===== config.mk =====
export PLATFORM = sky130hd
export DESIGN_NAME = light_sensor_lux_calc
export DESIGN_NICKNAME = d
export VERILOG_FILES = /design/src/design/lsl_pkg.sv /design/src/design/lsl_scale.sv /design/src/design/lsl_seg.sv /design/src/design/lsl_lux.sv /design/src/design/light_sensor_lux_calc.sv
export SDC_FILE = /design/constraint.sdc
export NUM_CORES = 2
export LEC_CHECK = 0
export BUFFER_PORTS_ARGS = -buffer_cell sky130_fd_sc_hd__buf_2
export CAP_MARGIN = 20
export CORE_MARGIN = 5
export CORE_UTILIZATION = 40
export CTS_CLUSTER_SIZE = 10
export DETAILED_ROUTE_END_ITERATION = 10
export HOLD_SLACK_MARGIN = 0.02
export SLEW_MARGIN = 30
export SYNTH_ARGS = -nofsm -noshare
export SYNTH_HDL_FRONTEND = slang
export SYNTH_SLANG_ARGS = --single-unit

===== constraint.sdc =====
create_clock -name clock -period 18.1 [get_ports clock]
set_clock_uncertainty 0.1 [all_clocks]
set_input_delay 0.905 -clock clock [delete_from_list [all_inputs] [get_ports clock]]
set_output_delay 0.905 -clock clock [all_outputs]
set_load 0.05 [all_outputs]

===== src/design/lsl_pkg.sv =====
// Package with the widths, scale constants and segment tables of the lux calculator.
package lsl_pkg;

   localparam int COUNT_W   = 16;
   localparam int SCALE_W   = 19;
   localparam int SCALE_SH  = 10;
   localparam int CH_W      = 25;
   localparam int COEF_W    = 10;
   localparam int SEG_W     = 3;
   localparam int NUM_SEG   = 7;
   localparam int LUX_W     = 21;
   localparam int LUX_SH    = 14;
   localparam int PROD_W    = CH_W + COEF_W;
   localparam int CMP_W     = CH_W + COEF_W + 1;

   localparam logic [SCALE_W-1:0] SCALE_T0   = 19'h07517;
   localparam logic [SCALE_W-1:0] SCALE_T1   = 19'h00fe7;
   localparam logic [SCALE_W-1:0] SCALE_NONE = 19'h00400;

   localparam logic [1:0] MODE_13MS  = 2'd0;
   localparam logic [1:0] MODE_101MS = 2'd1;

   localparam logic [1:0] CSR_INTEG   = 2'd0;
   localparam logic [1:0] CSR_GAIN    = 2'd1;
   localparam logic [1:0] CSR_PACKAGE = 2'd2;

   localparam logic [SEG_W-1:0] SEG_NONE = 3'd7;

   typedef struct packed {
      logic [COEF_W-1:0] k;
      logic [COEF_W-1:0] b;
      logic [COEF_W-1:0] m;
   } seg_type;

   function automatic seg_type seg_coef(input logic pkg_cs, input logic [SEG_W-1:0] idx);
      seg_type s;
      case ({pkg_cs, idx})
         4'h0: s = '{k: 10'h040, b: 10'h1f2, m: 10'h1be};
         4'h1: s = '{k: 10'h080, b: 10'h214, m: 10'h2d1};
         4'h2: s = '{k: 10'h0c0, b: 10'h23f, m: 10'h37b};
         4'h3: s = '{k: 10'h100, b: 10'h270, m: 10'h3fe};
         4'h4: s = '{k: 10'h138, b: 10'h16f, m: 10'h1fc};
         4'h5: s = '{k: 10'h19a, b: 10'h0d2, m: 10'h0fb};
         4'h6: s = '{k: 10'h29a, b: 10'h018, m: 10'h012};
         4'h8: s = '{k: 10'h043, b: 10'h204, m: 10'h1ad};
         4'h9: s = '{k: 10'h085, b: 10'h228, m: 10'h2c1};
         4'ha: s = '{k: 10'h0c8, b: 10'h253, m: 10'h363};
         4'hb: s = '{k: 10'h10a, b: 10'h282, m: 10'h3df};
         4'hc: s = '{k: 10'h14d, b: 10'h177, m: 10'h1dd};
         4'hd: s = '{k: 10'h19a, b: 10'h101, m: 10'h127};
         4'he: s = '{k: 10'h29a, b: 10'h037, m: 10'h02b};
         default: s = '0;
      endcase
      return s;
   endfunction

endpackage


===== src/design/lsl_scale.sv =====
// First pipeline stage: scales both channel counts by the integration and gain factor.
module lsl_scale import lsl_pkg::*; (
   input  logic               clock,
   input  logic               reset,
   input  logic [1:0]         integration_mode,
   input  logic               gain_high,
   input  logic               in_valid,
   output logic               in_ready,
   input  logic [COUNT_W-1:0] broadband_count,
   input  logic [COUNT_W-1:0] infrared_count,
   output logic               out_valid,
   input  logic               out_ready,
   output logic [CH_W-1:0]    ch0,
   output logic [CH_W-1:0]    ch1
);

   logic [SCALE_W-1:0]         scale_base;
   logic [SCALE_W-1:0]         scale;
   logic [COUNT_W+SCALE_W-1:0] prod0;
   logic [COUNT_W+SCALE_W-1:0] prod1;
   logic                       valid_ff;
   logic [CH_W-1:0]            ch0_ff;
   logic [CH_W-1:0]            ch1_ff;
   logic [CH_W-1:0]            ch0_in;
   logic [CH_W-1:0]            ch1_in;

   always_comb begin
      case (integration_mode)
         MODE_13MS:  scale_base = SCALE_T0;
         MODE_101MS: scale_base = SCALE_T1;
         default:    scale_base = SCALE_NONE;
      endcase
      scale = gain_high ? scale_base : (scale_base << 4);
      prod0 = (COUNT_W+SCALE_W)'(broadband_count) * (COUNT_W+SCALE_W)'(scale);
      prod1 = (COUNT_W+SCALE_W)'(infrared_count) * (COUNT_W+SCALE_W)'(scale);
      ch0_in = prod0[SCALE_SH +: CH_W];
      ch1_in = prod1[SCALE_SH +: CH_W];
   end

   assign in_ready = !valid_ff || out_ready;

   always_ff @(posedge clock) begin
      if (reset) begin
         valid_ff <= 1'b0;
      end else if (in_ready) begin
         valid_ff <= in_valid;
      end
   end

   always_ff @(posedge clock) begin
      if (in_valid && in_ready) begin
         ch0_ff <= ch0_in;
         ch1_ff <= ch1_in;
      end
   end

   assign out_valid = valid_ff;
   assign ch0       = ch0_ff;
   assign ch1       = ch1_ff;

endmodule


===== src/design/lsl_seg.sv =====
// Second pipeline stage: finds the ratio segment by cross-multiplied compares and fetches its coefficients.
module lsl_seg import lsl_pkg::*; (
   input  logic              clock,
   input  logic              reset,
   input  logic              package_cs,
   input  logic              in_valid,
   output logic              in_ready,
   input  logic [CH_W-1:0]   ch0,
   input  logic [CH_W-1:0]   ch1,
   output logic              out_valid,
   input  logic              out_ready,
   output logic [CH_W-1:0]   ch0_out,
   output logic [CH_W-1:0]   ch1_out,
   output logic [COEF_W-1:0] coef_b,
   output logic [COEF_W-1:0] coef_m
);

   logic [CMP_W-1:0]  lhs;
   logic [CMP_W-1:0]  rhs;
   seg_type           coef;
   seg_type           sel;
   logic [SEG_W-1:0]  seg_idx;
   logic              valid_ff;
   logic [CH_W-1:0]   ch0_ff;
   logic [CH_W-1:0]   ch1_ff;
   logic [COEF_W-1:0] b_ff;
   logic [COEF_W-1:0] m_ff;

   // The rounded ratio is at most k exactly when ch1 * 1024 < (2k + 1) * ch0.
   always_comb begin
      lhs     = CMP_W'({ch1, 10'b0});
      seg_idx = SEG_NONE;
      coef    = '0;
      rhs     = '0;
      for (int i = NUM_SEG - 1; i >= 0; i--) begin
         coef = seg_coef(package_cs, SEG_W'(i));
         rhs  = CMP_W'({coef.k, 1'b1}) * CMP_W'(ch0);
         if (lhs < rhs) begin
            seg_idx = SEG_W'(i);
         end
      end
      if (ch0 == '0) begin
         seg_idx = '0;
      end
      sel = seg_coef(package_cs, seg_idx);
   end

   assign in_ready = !valid_ff || out_ready;

   always_ff @(posedge clock) begin
      if (reset) begin
         valid_ff <= 1'b0;
      end else if (in_ready) begin
         valid_ff <= in_valid;
      end
   end

   always_ff @(posedge clock) begin
      if (in_valid && in_ready) begin
         ch0_ff <= ch0;
         ch1_ff <= ch1;
         b_ff   <= sel.b;
         m_ff   <= sel.m;
      end
   end

   assign out_valid = valid_ff;
   assign ch0_out   = ch0_ff;
   assign ch1_out   = ch1_ff;
   assign coef_b    = b_ff;
   assign coef_m    = m_ff;

endmodule


===== src/design/lsl_lux.sv =====
// Third and fourth pipeline stages: channel products, then clamped difference, rounding and shift.
module lsl_lux import lsl_pkg::*; (
   input  logic              clock,
   input  logic              reset,
   input  logic              in_valid,
   output logic              in_ready,
   input  logic [CH_W-1:0]   ch0,
   input  logic [CH_W-1:0]   ch1,
   input  logic [COEF_W-1:0] coef_b,
   input  logic [COEF_W-1:0] coef_m,
   output logic              out_valid,
   input  logic              out_ready,
   output logic [LUX_W-1:0]  lux
);

   logic                valid3_ff;
   logic                ready3;
   logic [PROD_W-1:0]   p0_ff;
   logic [PROD_W-1:0]   p1_ff;
   logic                valid4_ff;
   logic                ready4;
   logic [LUX_W-1:0]    lux_ff;
   logic [PROD_W-1:0]   diff;
   logic [PROD_W:0]     rounded;
   logic [LUX_W-1:0]    lux_in;

   assign ready4   = !valid4_ff || out_ready;
   assign ready3   = !valid3_ff || ready4;
   assign in_ready = ready3;

   always_comb begin
      diff    = (p0_ff > p1_ff) ? (p0_ff - p1_ff) : '0;
      rounded = (PROD_W+1)'(diff) + (PROD_W+1)'(1 << (LUX_SH - 1));
      lux_in  = rounded[LUX_SH +: LUX_W];
   end

   always_ff @(posedge clock) begin
      if (reset) begin
         valid3_ff <= 1'b0;
         valid4_ff <= 1'b0;
      end else begin
         if (ready3) begin
            valid3_ff <= in_valid;
         end
         if (ready4) begin
            valid4_ff <= valid3_ff;
         end
      end
   end

   always_ff @(posedge clock) begin
      if (in_valid && ready3) begin
         p0_ff <= PROD_W'(ch0) * PROD_W'(coef_b);
         p1_ff <= PROD_W'(ch1) * PROD_W'(coef_m);
      end
      if (valid3_ff && ready4) begin
         lux_ff <= lux_in;
      end
   end

   assign out_valid = valid4_ff;
   assign lux       = lux_ff;

endmodule


===== src/design/light_sensor_lux_calc.sv =====
// A request accepted on req_tready passes through the registered stages below in order
// before its result shows on rsp_tvalid. Throughput: one transaction per cycle
// while rsp_tready is high; tready ripples back through four stages.
// Stages: channel scaling, segment search, coefficient products, clamp and rounding.
// Reset is synchronous and active high; it empties the pipeline and sets the
// registers to integration_mode 2, gain_high 0 and package_cs 0.
module light_sensor_lux_calc import lsl_pkg::*; (
   input  logic        clock,
   input  logic        reset,
   input  logic        req_tvalid,
   output logic        req_tready,
   input  logic [31:0] req_tdata,   // broadband_count[15:0], infrared_count[31:16]
   output logic        rsp_tvalid,
   input  logic        rsp_tready,
   output logic [23:0] rsp_tdata,   // lux[20:0], zero[23:21]
   input  logic        csr_we,
   input  logic [1:0]  csr_index,
   input  logic [1:0]  csr_wdata
);

   logic [1:0]        integration_mode_ff;
   logic              gain_high_ff;
   logic              package_cs_ff;
   logic              s1_valid;
   logic              s1_ready;
   logic [CH_W-1:0]   s1_ch0;
   logic [CH_W-1:0]   s1_ch1;
   logic              s2_valid;
   logic              s2_ready;
   logic [CH_W-1:0]   s2_ch0;
   logic [CH_W-1:0]   s2_ch1;
   logic [COEF_W-1:0] s2_b;
   logic [COEF_W-1:0] s2_m;
   logic [LUX_W-1:0]  lux;

   always_ff @(posedge clock) begin
      if (reset) begin
         integration_mode_ff <= 2'd2;
         gain_high_ff        <= 1'b0;
         package_cs_ff       <= 1'b0;
      end else if (csr_we) begin
         case (csr_index)
            CSR_INTEG:   integration_mode_ff <= csr_wdata;
            CSR_GAIN:    gain_high_ff        <= csr_wdata[0];
            CSR_PACKAGE: package_cs_ff       <= csr_wdata[0];
            default: ;
         endcase
      end
   end

   lsl_scale u_scale (
      .clock            (clock),
      .reset            (reset),
      .integration_mode (integration_mode_ff),
      .gain_high        (gain_high_ff),
      .in_valid         (req_tvalid),
      .in_ready         (req_tready),
      .broadband_count  (req_tdata[15:0]),
      .infrared_count   (req_tdata[31:16]),
      .out_valid        (s1_valid),
      .out_ready        (s1_ready),
      .ch0              (s1_ch0),
      .ch1              (s1_ch1)
   );

   lsl_seg u_seg (
      .clock      (clock),
      .reset      (reset),
      .package_cs (package_cs_ff),
      .in_valid   (s1_valid),
      .in_ready   (s1_ready),
      .ch0        (s1_ch0),
      .ch1        (s1_ch1),
      .out_valid  (s2_valid),
      .out_ready  (s2_ready),
      .ch0_out    (s2_ch0),
      .ch1_out    (s2_ch1),
      .coef_b     (s2_b),
      .coef_m     (s2_m)
   );

   lsl_lux u_lux (
      .clock     (clock),
      .reset     (reset),
      .in_valid  (s2_valid),
      .in_ready  (s2_ready),
      .ch0       (s2_ch0),
      .ch1       (s2_ch1),
      .coef_b    (s2_b),
      .coef_m    (s2_m),
      .out_valid (rsp_tvalid),
      .out_ready (rsp_tready),
      .lux       (lux)
   );

   assign rsp_tdata = {3'b000, lux};

endmodule


==> out/qor.yml <==
sta:
  rsz0062_at_grt: "no"
  worst_slack_ns: 5.808
  finalCritPeriodShare_pct: 67.91
  timing.fmax_mhz: 81.35
  final.setup.tns_ns: 0
  slew_viol_final: 0
  fin_crit_ns: 12.29
  relSlewSlack_pct: 32.03
  hold_violations: 0
  finalSetupViolCount: 0
  worst_pin_slew_ns: 1.020
placed_design:
  dpl.hpwl_um: 169300
  dpl_cell_area_mm2: 0.07592
  portBuffers: 63
  place_ws_ns: 5.997
  place.gp.congestion: 0.9285
layout:
  nFillCells: 17650
  utilization_pct: 42.62
  areaGrowthSynthToFinish_pct: 5.929
  final_common_cell: "inv_1"
  drive_above_1_share_pct: 3.457
  final_net_count: 10320
  layout_common_cells: "1,712 x inv_1, 1,246 x ha_1, 1,239 x fa_1, 662 x nand2_1, 332 x and2_1"
  final_area_mm2: 0.07712
outcome:
  status: "finished, final reports clean"
setup_path:
  crit_slowest_cell: "nor2_1"
  cp.required_ns: 18.34
  crit_path_frequent_cell: "inv_1"
  cp-start-kind: "flip-flop"
  r2r_slack_ns: 5.81
  critPathMaxStageDelay_ns: 0.93
  worstReg2RegEnd: "u_seg.coef_m[5]"
  worst-setup-path-type: "flip-flop to flip-flop"
  cp-end-kind: "flip-flop"
  crit_fanout: 44
  r2r_cells: 37
  r2r-start: "package_cs_ff"
  critPathArrivalTime_ns: 12.53
clock_network:
  cts_tree: "yes"
  postCtsSetupRepairBufs: 0
  path_clk_slew_ns: 0.06
  ctsResizeCount: 0
  htree_levels: 2
  cts_root_buffer: "clkbuf_16"
  cts_sinks: 219
  clock_path_buffers: 3
  ctsHoldBuffers: 0
  clkLatencyLatePin_ns: 0.62
  cts_made_buffers: 34
logic_synthesis:
  synth_top_area_share_pct: 34.07
  ys.flop_type: "edfxtp_1"
  synth.cell_area_mm2: 0.07280
  ys_seq_area_share_pct: 8.923
  ys_ff_latch: 219
  synth_edf_count: 211
  async_flop_share_pct: 0
  synthTopCellsByArea: "fa_1 34%, ha_1 21%, inv_1 8.8%"
  yosys_warnings: 0
  synth.distinct_cells: 102
  postSynthCellCount: 7823
  syn_area_per_cell_um2: 9.306
  netlist.top_cell.by_area: "fa_1"
floorplan:
  ios: 67
  start_util_pct: 40.24
  row_count: 156
  die_w_um: 436.6
  die_y_um: 436.6
  die_area_mm2: 0.1906
  core_mm2: 0.1809
global_routing:
  grt_pass1_wl_um: 326000
  gr-usage-met1_pct: 28.16
  grt_usage_pct: 21.69
  grt_pass1_vias: 57510
  use_met3_pct: 2.466
  grt_busiest_layer: "met2"
  grt_max_degree: 71
  overflow: 0
  antenna_found_initial: 15
  grtUsageMet2_pct: 38.30
flow_run:
  maxCapViolCount: 0
min_path:
  hold_depth: 2
  min_path_type: "primary input to flip-flop"
  hold_path_startpoint: "csr_wdata[1]"
  hold_path_end: "integration_mode_ff[1]"
route:
  wire_per_inst_um: 20.11
  drt_first_pass_iters: 6
  vias: 54030
  final_antenna_net_count: 0
  routed_wl_um: 204700
  vias_per_cell: 5.306
  drc: 0
  dr.first_iter.drc_count: 3387
## cell type report
type                            count  area (um^2)  share of cell area [%]
Inverter                         1714         6434                   8.343
Multi-Input combinational cell   5677        59150                   76.70
Sequential cell                   219         6497                   8.425
Timing Repair Buffer              144        960.9                   1.246
Tap cell                         2370         2965                   3.845
Clock buffer                       39        869.6                   1.128
Antenna cell                        3        7.507                0.009735
Clock inverter                     17        231.5                  0.3002
## flip-flops by register name (all words and copies together) (netlist names)
register             cells
gain_high_ff             1
integration_mode_ff      2
package_cs_ff            1
u_lux.lux               21
u_lux.out_valid          1
u_lux.p0_ff             35
u_lux.p1_ff             35
u_lux.valid3_ff          1
u_scale.ch0             25
u_scale.ch1             25
u_scale.out_valid        1
u_seg.ch0_out           25
u_seg.ch1_out           25
u_seg.coef_b            10
u_seg.coef_m            10
u_seg.out_valid          1
## cell usage after synthesis (9+ instances only)
cell type,instances
xnor2_1,174
o22ai_1,9
or3_1,25
inv_1,1712
o211ai_1,28
o21ai_0,196
and3_1,51
nand2b_1,49
a21oi_1,322
clkbuf_1,191
buf_1,10
edfxtp_1,211
nor3_1,82
or2_2,14
nor3b_1,14
fa_1,1239
o2111ai_1,13
and2_1,332
nand4_1,58
a41oi_1,9
a211oi_1,36
o21bai_1,42
o21a_1,58
a221oi_1,9
and4_1,15
mux2i_1,15
ha_1,1246
nor2b_1,58
o31ai_1,18
nand3_1,130
nor4_1,15
xor2_1,129
a31oi_1,26
nor2_1,288
a21o_1,140
a211o_1,17
nand2_1,662
## kinds of logic after synthesis
family / Yosys count / synth area share (%)
fa+ha+maj: 2486 / 55.50
buf+inv: 1929 / 9.997
simple gates: 1830 / 12.34
compound gates: 1034 / 9.269
xor+xnor: 303 / 3.645
flops: 219 / 8.923
mux: 20 / 0.3145
other cells: 2 / 0.01032
## routing by layer
layer	up-vias	wire length (um)
met4	10	6236
met1	27230	86420
met5	-	78
met3	307	11390
met2	1466	100600
li1	25020	-
## how the worst max path moves through the flow
stage | endpoint | slack [ns] | startpoint | cells past startpoint
6_report | u_seg.coef_m[5] | 5.81 | package_cs_ff | 37
5_1_grt | u_seg.coef_m[3] | 5.25 | package_cs_ff | 37
4_1_cts | u_seg.coef_m[5] | 6.01 | package_cs_ff | 37
3_5_place_dp | u_seg.coef_m[5] | 6.00 | package_cs_ff | 37
3_3_place_gp | u_seg.coef_m[5] | 6.16 | package_cs_ff | 37
2_1_floorplan | u_seg.coef_m[5] | 8.38 | package_cs_ff | 38
## through the flow
step | hold slack, ns | std cells
2_1_floorplan | 0.3440 | 7825
3_3_place_gp | 0.3844 | 10120
3_5_place_dp | 0.4180 | 10120
4_1_cts | 0.3722 | 10170
5_1_grt | 0.4072 | 10180
6_report | 0.4158 | 10180
## worst max-delay path: cells and delay by family (launching register included)
family	cells	cell delay (ns)
AND/OR/NAND/NOR	9	3.08
multiplexers	1	0.47
XOR/XNOR	1	0.09
AO/OA/AOI/OAI	11	3.57
flip-flops	1	0.31
adder cells (fa/ha/maj)	8	2.83
buffers and inverters	7	1.56
Power is left out: the tool's default activity adds up to more than one toggle a clock period on the data nets, which glitch-free logic cannot reach.
